## src/bia_pkg.sv

```systemverilog
// Shared types, codes and helpers for the bitmap id allocator.
// No dependencies; every other file refers to this package by scoped names.
`timescale 1ns / 1ps
`default_nettype none

package bia_pkg;

	localparam int ID_COUNT_DEF = 1024;
	localparam int KIND_W       = 2;
	localparam int ID_W         = 10;
	localparam int STATUS_W     = 2;
	localparam int WORD_W       = 32;
	localparam int BIT_W        = 5;

	localparam logic [KIND_W-1:0] KIND_ALLOC   = 2'd0;
	localparam logic [KIND_W-1:0] KIND_RELEASE = 2'd1;
	localparam logic [KIND_W-1:0] KIND_RESERVE = 2'd2;

	localparam logic [STATUS_W-1:0] ST_OK    = 2'd0;
	localparam logic [STATUS_W-1:0] ST_FULL  = 2'd1;
	localparam logic [STATUS_W-1:0] ST_RANGE = 2'd2;

	// controller -> datapath
	typedef struct packed {
		logic clear;   // write one zero word of the clearing pass
		logic accept;  // latch the item, issue the word read
		logic scan;    // examine one group of the word-full summary
		logic finish;  // modify/write the word, load the result register
	} bia_cmd_t;

	// datapath -> controller
	typedef struct packed {
		logic clear_last;
		logic need_scan;
		logic scan_hit;
		logic scan_end;
	} bia_stat_t;

	typedef struct packed {
		logic             found;
		logic [BIT_W-1:0] pos;
	} bia_zero_t;

	// lowest zero bit of a word
	function automatic bia_zero_t first_zero(input logic [WORD_W-1:0] w);
		bia_zero_t r;
		r.found = 1'b0;
		r.pos   = '0;
		for (int i = WORD_W - 1; i >= 0; i--) begin
			if (!w[i]) begin
				r.found = 1'b1;
				r.pos   = BIT_W'(i);
			end
		end
		return r;
	endfunction

endpackage

`default_nettype wire

```

## src/bia_if.sv

```systemverilog
// Request and response channel interfaces of the bitmap id allocator.
// Depends on bia_pkg for field widths.
`timescale 1ns / 1ps
`default_nettype none

interface bia_req_if;
	logic                        valid;
	logic                        ready;
	logic [bia_pkg::KIND_W-1:0]  kind;
	logic [bia_pkg::ID_W-1:0]    id;

	modport source (output valid, kind, id, input ready);
	modport sink   (input valid, kind, id, output ready);
endinterface

interface bia_rsp_if;
	logic                         valid;
	logic                         ready;
	logic [bia_pkg::ID_W-1:0]     given_id;
	logic [bia_pkg::STATUS_W-1:0] status;

	modport source (output valid, given_id, status, input ready);
	modport sink   (input valid, given_id, status, output ready);
endinterface

`default_nettype wire

```

## src/bia_ctrl.sv

```systemverilog
// Sequencer of the bitmap id allocator: clearing pass, accept, scan, finish.
// Depends on bia_pkg for the command and status structs.
`timescale 1ns / 1ps
`default_nettype none

module bia_ctrl (
	input  wire logic               clk,
	input  wire logic               arst_n,
	input  wire logic               in_valid,
	output logic                    in_ready,
	output logic                    out_valid,
	input  wire logic               out_ready,
	output bia_pkg::bia_cmd_t       cmd,
	input  wire bia_pkg::bia_stat_t st
);

	typedef enum logic [3:0] {
		S_CLEAR  = 4'b0001,
		S_IDLE   = 4'b0010,
		S_SCAN   = 4'b0100,
		S_FINISH = 4'b1000
	} state_t;

	state_t state_q, state_d;
	logic   out_valid_q;
	logic   slot_free;

	assign slot_free = !out_valid_q || out_ready;
	assign out_valid = out_valid_q;

	always_comb begin
		state_d  = state_q;
		cmd      = '0;
		in_ready = 1'b0;
		unique case (state_q)
			S_CLEAR: begin
				cmd.clear = 1'b1;
				if (st.clear_last) begin
					state_d = S_IDLE;
				end
			end
			S_IDLE: begin
				in_ready = 1'b1;
				if (in_valid) begin
					cmd.accept = 1'b1;
					state_d    = st.need_scan ? S_SCAN : S_FINISH;
				end
			end
			S_SCAN: begin
				cmd.scan = 1'b1;
				if (st.scan_hit || st.scan_end) begin
					state_d = S_FINISH;
				end
			end
			S_FINISH: begin
				if (slot_free) begin
					cmd.finish = 1'b1;
					state_d    = S_IDLE;
				end
			end
			default: begin
				state_d = S_IDLE;
			end
		endcase
	end

	always_ff @(posedge clk or negedge arst_n) begin
		if (!arst_n) begin
			state_q     <= S_CLEAR;
			out_valid_q <= 1'b0;
		end else begin
			state_q <= state_d;
			if (cmd.finish) begin
				out_valid_q <= 1'b1;
			end else if (out_ready) begin
				out_valid_q <= 1'b0;
			end
		end
	end

endmodule

`default_nettype wire

```

## src/bia_dp.sv

```systemverilog
// Datapath of the bitmap id allocator: bitmap memory, word-full summary,
// remembered id, scan group counter and result register. Depends on bia_pkg.
`timescale 1ns / 1ps
`default_nettype none

module bia_dp #(
	parameter int ID_COUNT = bia_pkg::ID_COUNT_DEF
) (
	input  wire logic                          clk,
	input  wire logic                          arst_n,
	input  wire bia_pkg::bia_cmd_t             cmd,
	output bia_pkg::bia_stat_t                 st,
	input  wire logic [bia_pkg::KIND_W-1:0]    in_kind,
	input  wire logic [bia_pkg::ID_W-1:0]      in_id,
	output logic [bia_pkg::ID_W-1:0]           given_id,
	output logic [bia_pkg::STATUS_W-1:0]       status
);

	localparam int WORD_COUNT  = (ID_COUNT + 31) / 32;
	localparam int WA          = (WORD_COUNT > 1) ? $clog2(WORD_COUNT) : 1;
	localparam int CHUNK_COUNT = (WORD_COUNT + 31) / 32;
	localparam int CA          = (CHUNK_COUNT > 1) ? $clog2(CHUNK_COUNT) : 1;
	localparam int PAD_W       = CHUNK_COUNT * 32;
	localparam int WW          = bia_pkg::WORD_W;
	localparam int BW          = bia_pkg::BIT_W;

	typedef enum logic [1:0] {
		OP_ALLOC,
		OP_RELEASE,
		OP_RESERVE,
		OP_NONE
	} op_t;

	function automatic logic [WA-1:0] word_of(input logic [bia_pkg::ID_W-1:0] v);
		logic [31:0] t;
		t = 32'(v);
		return t[WA+4:5];
	endfunction

	// bitmap memory
	logic [WW-1:0] mem_q [WORD_COUNT];
	logic [WW-1:0] rdata_q;
	logic          rd_en, wr_en;
	logic [WA-1:0] rd_addr, wr_addr;
	logic [WW-1:0] wr_data;

	// state
	logic [WORD_COUNT-1:0]         full_q;
	logic                          recent_valid_q;
	logic [bia_pkg::ID_W-1:0]      recent_id_q;
	logic [WA-1:0]                 clr_q;
	logic [CA-1:0]                 chunk_q;
	op_t                           op_q;
	logic                          from_scan_q;
	logic [WA-1:0]                 addr_q;
	logic [BW-1:0]                 bit_q;
	logic [bia_pkg::ID_W-1:0]      id_q;
	logic [bia_pkg::STATUS_W-1:0]  rstat_q;
	logic [bia_pkg::ID_W-1:0]      given_q;
	logic [bia_pkg::STATUS_W-1:0]  status_q;

	// accept decode
	logic          in_range;
	logic [WA-1:0] acc_addr;
	assign in_range = 32'(in_id) < 32'(ID_COUNT);
	always_comb begin
		if (in_kind == bia_pkg::KIND_ALLOC) begin
			acc_addr = word_of(recent_id_q);
		end else begin
			acc_addr = word_of(in_id);
		end
	end

	// summary scan, one group of 32 words per step
	logic [PAD_W-1:0]   padded;
	logic [31:0]        group;
	bia_pkg::bia_zero_t gz;
	logic [31:0]        sw32;
	logic [WA-1:0]      scan_addr;
	always_comb begin
		padded                   = '1;
		padded[WORD_COUNT-1:0]   = full_q;
	end
	assign group     = padded[chunk_q*32 +: 32];
	assign gz        = bia_pkg::first_zero(group);
	assign sw32      = (32'(chunk_q) << 5) | 32'(gz.pos);
	assign scan_addr = sw32[WA-1:0];

	assign st.clear_last = (clr_q == WA'(WORD_COUNT - 1));
	assign st.need_scan  = (in_kind == bia_pkg::KIND_ALLOC) && !recent_valid_q;
	assign st.scan_hit   = gz.found;
	assign st.scan_end   = (chunk_q == CA'(CHUNK_COUNT - 1));

	// finish: modify the word read at accept or scan
	bia_pkg::bia_zero_t wz;
	logic [31:0]        cand32;
	logic               cand_ok;
	logic [BW-1:0]      wbit;
	logic [WW-1:0]      mask;
	logic [WW-1:0]      new_word;
	logic               fin_write;
	logic [bia_pkg::ID_W-1:0]     fin_given;
	logic [bia_pkg::STATUS_W-1:0] fin_status;

	assign wz      = bia_pkg::first_zero(rdata_q);
	assign cand32  = (32'(addr_q) << 5) | 32'(wz.pos);
	assign cand_ok = cand32 < 32'(ID_COUNT);
	assign wbit    = from_scan_q ? wz.pos : bit_q;
	assign mask    = WW'(1) << wbit;

	always_comb begin
		new_word   = rdata_q | mask;
		fin_write  = 1'b0;
		fin_given  = '0;
		fin_status = rstat_q;
		unique case (op_q)
			OP_ALLOC: begin
				if (from_scan_q) begin
					if (cand_ok) begin
						fin_write = 1'b1;
						fin_given = cand32[bia_pkg::ID_W-1:0];
					end else begin
						fin_status = bia_pkg::ST_FULL;
					end
				end else begin
					fin_write = 1'b1;
					fin_given = recent_id_q;
				end
			end
			OP_RELEASE: begin
				new_word  = rdata_q & ~mask;
				fin_write = 1'b1;
			end
			OP_RESERVE: begin
				fin_write = 1'b1;
			end
			OP_NONE: begin
				fin_write = 1'b0;
			end
			default: begin
				fin_write = 1'b0;
			end
		endcase
	end

	// memory port control
	always_comb begin
		rd_en   = 1'b0;
		rd_addr = acc_addr;
		if (cmd.accept) begin
			rd_en = 1'b1;
		end else if (cmd.scan && gz.found) begin
			rd_en   = 1'b1;
			rd_addr = scan_addr;
		end
	end

	assign wr_en   = cmd.clear || (cmd.finish && fin_write);
	assign wr_addr = cmd.clear ? clr_q : addr_q;
	assign wr_data = cmd.clear ? '0 : new_word;

	always_ff @(posedge clk) begin
		if (wr_en) begin
			mem_q[wr_addr] <= wr_data;
		end
		if (rd_en) begin
			rdata_q <= mem_q[rd_addr];
		end
	end

	// control state
	always_ff @(posedge clk or negedge arst_n) begin
		if (!arst_n) begin
			full_q         <= '0;
			recent_valid_q <= 1'b0;
			recent_id_q    <= '0;
			clr_q          <= '0;
			chunk_q        <= '0;
			op_q           <= OP_NONE;
			from_scan_q    <= 1'b0;
		end else begin
			if (cmd.clear) begin
				clr_q <= clr_q + WA'(1);
			end
			if (cmd.accept) begin
				chunk_q     <= '0;
				from_scan_q <= st.need_scan;
				priority if (in_kind == bia_pkg::KIND_ALLOC) begin
					op_q <= OP_ALLOC;
				end else if (in_kind == bia_pkg::KIND_RELEASE && in_range) begin
					op_q <= OP_RELEASE;
				end else if (in_kind == bia_pkg::KIND_RESERVE && in_range) begin
					op_q <= OP_RESERVE;
				end else begin
					op_q <= OP_NONE;
				end
			end
			if (cmd.scan) begin
				if (!gz.found) begin
					chunk_q <= chunk_q + CA'(1);
					if (st.scan_end) begin
						op_q <= OP_NONE;
					end
				end
			end
			if (cmd.finish) begin
				if (fin_write) begin
					full_q[addr_q] <= (new_word == '1);
				end
				if (op_q == OP_ALLOC && !from_scan_q) begin
					recent_valid_q <= 1'b0;
				end
				if (op_q == OP_RELEASE) begin
					recent_valid_q <= 1'b1;
					recent_id_q    <= id_q;
				end
			end
		end
	end

	// payload
	always_ff @(posedge clk) begin
		if (cmd.accept) begin
			id_q    <= in_id;
			addr_q  <= acc_addr;
			bit_q   <= (in_kind == bia_pkg::KIND_ALLOC) ? recent_id_q[BW-1:0] : in_id[BW-1:0];
			priority if (in_kind == bia_pkg::KIND_RELEASE && !in_range) begin
				rstat_q <= bia_pkg::ST_RANGE;
			end else if (in_kind == bia_pkg::KIND_RESERVE && !in_range) begin
				rstat_q <= bia_pkg::ST_RANGE;
			end else begin
				rstat_q <= bia_pkg::ST_OK;
			end
		end
		if (cmd.scan) begin
			if (gz.found) begin
				addr_q <= scan_addr;
			end else if (st.scan_end) begin
				rstat_q <= bia_pkg::ST_FULL;
			end
		end
		if (cmd.finish) begin
			given_q  <= fin_given;
			status_q <= fin_status;
		end
	end

	assign given_id = given_q;
	assign status   = status_q;

endmodule

`default_nettype wire

```

## src/bitmap_id_allocator_unit.sv

```systemverilog
// Top level of the bitmap id allocator: joins the sequencer and the datapath.
// Depends on bia_pkg, bia_if (bia_req_if, bia_rsp_if), bia_ctrl and bia_dp.
`timescale 1ns / 1ps
`default_nettype none

// Channel | Dir | Payload              | Accepted when
// req     | in  | kind[1:0], id[9:0]   | req.valid && req.ready
// rsp     | out | given_id[9:0], status| rsp.valid && rsp.ready
//
// Steps: release, reserve, kind 3, allocate of the remembered id and every out of
//   range request go through accept with word read, then modify/write.
//   Allocate from the bitmap adds one scan step per 32-word group of the
//   word-full summary scanned, 1 to ceil(WORD_COUNT/32) groups.
//   The bitmap memory and its registered read set these steps.
// Reset: after arst_n releases, a clearing pass writes WORD_COUNT zero words
//   with req.ready low.
// Stalls: a result waits in the output register; the next item is accepted
//   meanwhile and holds in its finish step until the register is free.

module bitmap_id_allocator_unit #(
	parameter int ID_COUNT = bia_pkg::ID_COUNT_DEF
) (
	input  wire logic  clk,
	input  wire logic  arst_n,
	bia_req_if.sink    req,
	bia_rsp_if.source  rsp
);

	bia_pkg::bia_cmd_t  cmd;
	bia_pkg::bia_stat_t st;

	// sequencer: one item at a time
	bia_ctrl u_ctrl (
		.clk       (clk),
		.arst_n    (arst_n),
		.in_valid  (req.valid),
		.in_ready  (req.ready),
		.out_valid (rsp.valid),
		.out_ready (rsp.ready),
		.cmd       (cmd),
		.st        (st)
	);

	// bitmap, summary, remembered id, result register
	bia_dp #(
		.ID_COUNT (ID_COUNT)
	) u_dp (
		.clk      (clk),
		.arst_n   (arst_n),
		.cmd      (cmd),
		.st       (st),
		.in_kind  (req.kind),
		.in_id    (req.id),
		.given_id (rsp.given_id),
		.status   (rsp.status)
	);

endmodule

`default_nettype wire

```

## src/flat_wrapper.sv

```systemverilog
// flat-port wrapper written by rule: the top's interface ports become plain ports
module bitmap_id_allocator_unit_flat 
#(
	parameter int ID_COUNT = bia_pkg::ID_COUNT_DEF
)
  (clk, arst_n, req_valid, req_kind, req_id, req_ready, rsp_valid, rsp_given_id, rsp_status, rsp_ready);
  bia_req_if req_i ();
  bia_rsp_if rsp_i ();
  input  wire logic clk;
  input  wire logic arst_n;
  input wire logic [$bits(req_i.valid)-1:0] req_valid;
  input wire logic [$bits(req_i.kind)-1:0] req_kind;
  input wire logic [$bits(req_i.id)-1:0] req_id;
  output wire logic [$bits(req_i.ready)-1:0] req_ready;
  output wire logic [$bits(rsp_i.valid)-1:0] rsp_valid;
  output wire logic [$bits(rsp_i.given_id)-1:0] rsp_given_id;
  output wire logic [$bits(rsp_i.status)-1:0] rsp_status;
  input wire logic [$bits(rsp_i.ready)-1:0] rsp_ready;
  assign req_i.valid = req_valid;
  assign req_i.kind = req_kind;
  assign req_i.id = req_id;
  assign req_ready = req_i.ready;
  assign rsp_valid = rsp_i.valid;
  assign rsp_given_id = rsp_i.given_id;
  assign rsp_status = rsp_i.status;
  assign rsp_i.ready = rsp_ready;
  bitmap_id_allocator_unit #(.ID_COUNT(ID_COUNT)) u_core (.clk(clk), .arst_n(arst_n), .req(req_i), .rsp(rsp_i));
endmodule
```

## config.mk

```make
export PLATFORM = sky130hd
export DESIGN_NAME = bitmap_id_allocator_unit_flat
export DESIGN_NICKNAME = d
export VERILOG_FILES = /design/src/bia_pkg.sv /design/src/bia_if.sv /design/src/bia_ctrl.sv /design/src/bia_dp.sv /design/src/bitmap_id_allocator_unit.sv /design/src/flat_wrapper.sv
export SDC_FILE = /design/constraint.sdc
export NUM_CORES = 1
export LEC_CHECK = 0
export ABC_CLOCK_PERIOD_IN_PS = 4400
export BUFFER_PORTS_ARGS = -buffer_cell sky130_fd_sc_hd__buf_4
export CELL_PAD_IN_SITES_DETAIL_PLACEMENT = 0
export CELL_PAD_IN_SITES_GLOBAL_PLACEMENT = 1
export CORE_MARGIN = 2
export CORE_UTILIZATION = 54
export DETAILED_ROUTE_END_ITERATION = 10
export PLACE_DENSITY = 0.81
export SYNTH_ARGS = -nofsm -noshare
export SYNTH_HDL_FRONTEND = slang
export SYNTH_SLANG_ARGS = --single-unit
```

## constraint.sdc

```tcl
create_clock -name clk -period 4.4 [get_ports clk]
set_clock_uncertainty 0.1 [all_clocks]
set_input_delay 0.88 -clock clk [delete_from_list [all_inputs] [get_ports clk]]
set_output_delay 0.88 -clock clk [all_outputs]
set_load 0.05 [all_outputs]
```

==> results.md <==
* Status: finished, final reports clean
* Power Total at 29.7 mW
* Cell with the most instances after synthesis: edfxtp_1
* Part of the power in combinational logic at 0.212
* Worst-skew pair later-pin latency at a little under 700 ps
* Fin crit share at 0.953
* Synthesis Warnings at 0
* Slew margin rel. at 0.107
* Sw Ratio at 0.297
* Initial Util at 0.545
* Fmax at around 240 MHz
* HPWL Detailed at 66,700 um
* First-pass GRT wire length at about 180,000 um
* Slew Limit Fails at 0
* Via count at around 28,000
* Io pins at 30
* CTS root buf: clkbuf_16
* Detailed Routing Iterations Pass 1 at 5
* Mean Syn Cell Area at approximately 16 um2
* Synthesized Nets at approximately 2,900
* Via/cell ratio at between 6 and 7
* Hold/Removal Path Class: input pin to asynchronous set/reset pin
* Setup TNS Final at 0 ps
* Internal Power at around 21 mW
* Mapped cell area at 0.0456 mm2
* Psw at roughly 8.8 mW
* Reg power frac at 0.470
* Fin. Hold Viols at 0
* Initial DRC count at 3,279
* Number of buffers added on ports at 29
* Worst VDD drop at 414 uV
* Placement row count at around 110
* Synth async-reset ratio at 0.0497
* CTS resizes at 0
* Post-Route Utilization at 0.627
* Maximum clock insertion buffer count at 3
* Crit path kind: flip-flop to flip-flop
* Final Worst Setup Slack at 208 ps
* Die H at 295 um
* Max_cap viols at 0
* Nature of the critical path endpoint: flip-flop
* CTS sink cnt at 1,147
* Worst EP required at approximately 4900 ps
* CP Max Fanout at 37
* Post-synth top area cell: edfxtp_1
* Predominant post-synthesis flop cell: edfxtp_1
* Worst Setup Start Kind: flip-flop
* Clock network fraction of design power at 0.318
* # hold bufs at CTS at 0
* Main area contributors after synthesis: edfxtp_1 (71%), mux2i_1 (5.9%), a22oi_1 (3.3%)
* Synth top area share at 0.712
* Cells after Synth at about 2,800
* Sequential share of the synthesized area at 0.747
* Worst endpoint data arrival time at 4640 ps
* Area of the multi-input gates at between 0.01 and 0.015 mm2
* DRC Markers at 0
* Pin slew with the least headroom to its limit at approximately 1300 ps
* Core Area at approximately 0.084 mm2
* DIE AREA at approximately 0.087 mm2
* Synth Register Bits at roughly 1,100
* Vias in the first global route at approximately 27,000
* EDFF count, synth at 1,083
* TritonCTS clock tree: built
* Area grow syn2layout at 15.0%
* Fin nets at 2,995
* Storage cell area at about 0.034 mm2
* CTS H-tree depth at 3
* Clock Pin Slew Worst Setup and Hold Paths at 60 ps
* WL final at roughly 130,000 um
* Filler instances at about 5,800
* Initial antenna violation count at 1
* GPL Wtd Cong at just over 0.9
* Count of cell types in the netlist at 81
* Avg WL per Cell at between 30 and 40 um
* Crit path time final at ~4200 ps
* RSZ-0062 raised after global routing: no
* Leak Pwr at between 15 and 20 nW
* Commonest cells in the netlist: edfxtp_1 (1,083), mux2i_1 (269), a22oi_1 (199), o211ai_1 (196), nor2_1 (164)
* GRT Overall Usage at 0.295
* Share of post-route cells with drive strength above 1 at 0.152
* Place WS at 206 ps
* Final setup vio count at 0
* Pwr dens at 565 mW/mm2
* Die width at ~300 um
* Largest net degree at the start of global routing at 84
* Gr ovfl total at 0
* Routed Antenna Nets at 0
* TritonCTS buffer count at 111
==> layout by cell type (no fill, tap or decap), types with 32 or more instances in the layout <==
master / count
edfxtp_1: 1083
mux2i_1: 269
a22oi_1: 199
o211ai_1: 196
buf_4: 154
nor2_1: 127
clkbuf_16: 112
nand2_1: 98
o31ai_1: 92
a22o_1: 64
o21ai_0: 60
dfrtp_1: 54
nand4_1: 48
nor3_1: 43
buf_12: 40
a21oi_1: 39
nor2_4: 37
clkbuf_1: 32
==> kinds of logic after synthesis <==
logic type / after synthesis / share of synthesized area
flops: 1147 / 0.747
compound gates: 741 / 0.120
simple gates: 464 / 0.0498
mux: 289 / 0.0639
buf+inv: 199 / 0.0181
xor+xnor: 3 / 0.000576
fa+ha+maj: 2 / 0.000548
==> stage by stage <==
| step | cell area, um2 | hold WS, ps | instances |
|---|---|---|---|
| finish | 52500 | 161 | 4207 |
| global route | 52500 | 208 | 4206 |
| CTS | 52400 | 164 | 4202 |
| detailed placement | 48800 | 312 | 3994 |
| global placement | 48800 | 313 | 3994 |
| floorplan | 45600 | 300 | 2845 |
==> layout make-up <==
cell class	count	share of cell area
sequential	1147	0.650
clock buffer	144	0.0557
antenna	1	0.0000477
multi-input combinational	1499	0.215
timing repair buffer	195	0.0376
clock inverter	64	0.0133
inverter	23	0.00164
tap	1134	0.0270
==> final timing paths <==
| kind | cells past startpoint | from | endpoint | slack, ps |
|---|---|---|---|---|
| setup / recovery | 12 | u_core.u_dp.full_q[11] | u_core.u_dp.rdata_q[22] | 210 |
| hold / removal | 1 | arst_n | u_core.u_dp.full_q[18] | 160 |
| setup reg to reg | 12 | u_core.u_dp.full_q[11] | u_core.u_dp.rdata_q[22] | 210 |
| hold reg to reg | 0 | u_core.u_dp.rstat_q[0] | u_core.u_dp.status[0] | 340 |
| max in group asynchronous | 1 | arst_n | u_core.u_dp.clr_q[2] | 3490 |
| min in group clk | 1 | req_id[2] | u_core.u_dp.id_q[2] | 300 |
==> flip-flops by register name, indices dropped and copies added (netlist names) <==
signal,flops
u_core.u_dp.from_scan_q,1
u_core.u_dp.given_id,10
u_core.u_dp.id_q,10
u_core.u_dp.rstat_q,2
u_core.u_dp.status,2
u_core.u_ctrl.out_valid,1
u_core.u_dp.recent_id_q,10
u_core.u_ctrl.state_q,4
u_core.u_dp.bit_q,5
u_core.u_dp.full_q,32
u_core.u_dp.mem_q,1024
u_core.u_dp.clr_q,5
u_core.u_dp.op_q,2
u_core.u_dp.addr_q,5
u_core.u_dp.chunk_q,1
u_core.u_dp.recent_valid_q,1
u_core.u_dp.rdata_q,32
==> power by group through the flow <==
| stage | clock network, mW | registers [mW] | logic, mW |
|---|---|---|---|
| 6_report | 9.42 | 14.0 | 6.29 |
| 3_5_place_dp | 0 | 14.2 | 6.12 |
| 4_1_cts | 9.52 | 13.9 | 6.16 |
| 2_1_floorplan | 0 | 14.0 | 3.48 |
| 3_3_place_gp | 0 | 14.2 | 5.98 |
| 5_1_grt | 9.94 | 14.0 | 6.69 |
==> critical path: stages (launching register included) <==
cell	delay (ps)
dfrtp_1	400
nand2_1	90
nor3_1	320
or4bb_1	600
a21oi_1	440
a32o_4	440
buf_12	280
buf_4	210
a22oi_1	90
o211ai_1	140
nand4_1	210
nor3_1	470
buf_4	200
==> routing by layer <==
metal / track usage / wire length (um) / up-vias
li1: - / - / 11800
met1: 0.409 / 50300 / 14100
met2: 0.463 / 60000 / 1609
met3: 0.0465 / 12000 / 276
met4: 0.130 / 5790 / 2
met5: 0 / 12 / -
==> timing repair <==
| action | CTS | global route |
|---|---|---|
| hold endpoints to repair | 0 | 0 |
| setup endpoints to repair | 0 | 16 |
| setup buffers | 0 | 3 |
Power figures use the tool's default switching activity.
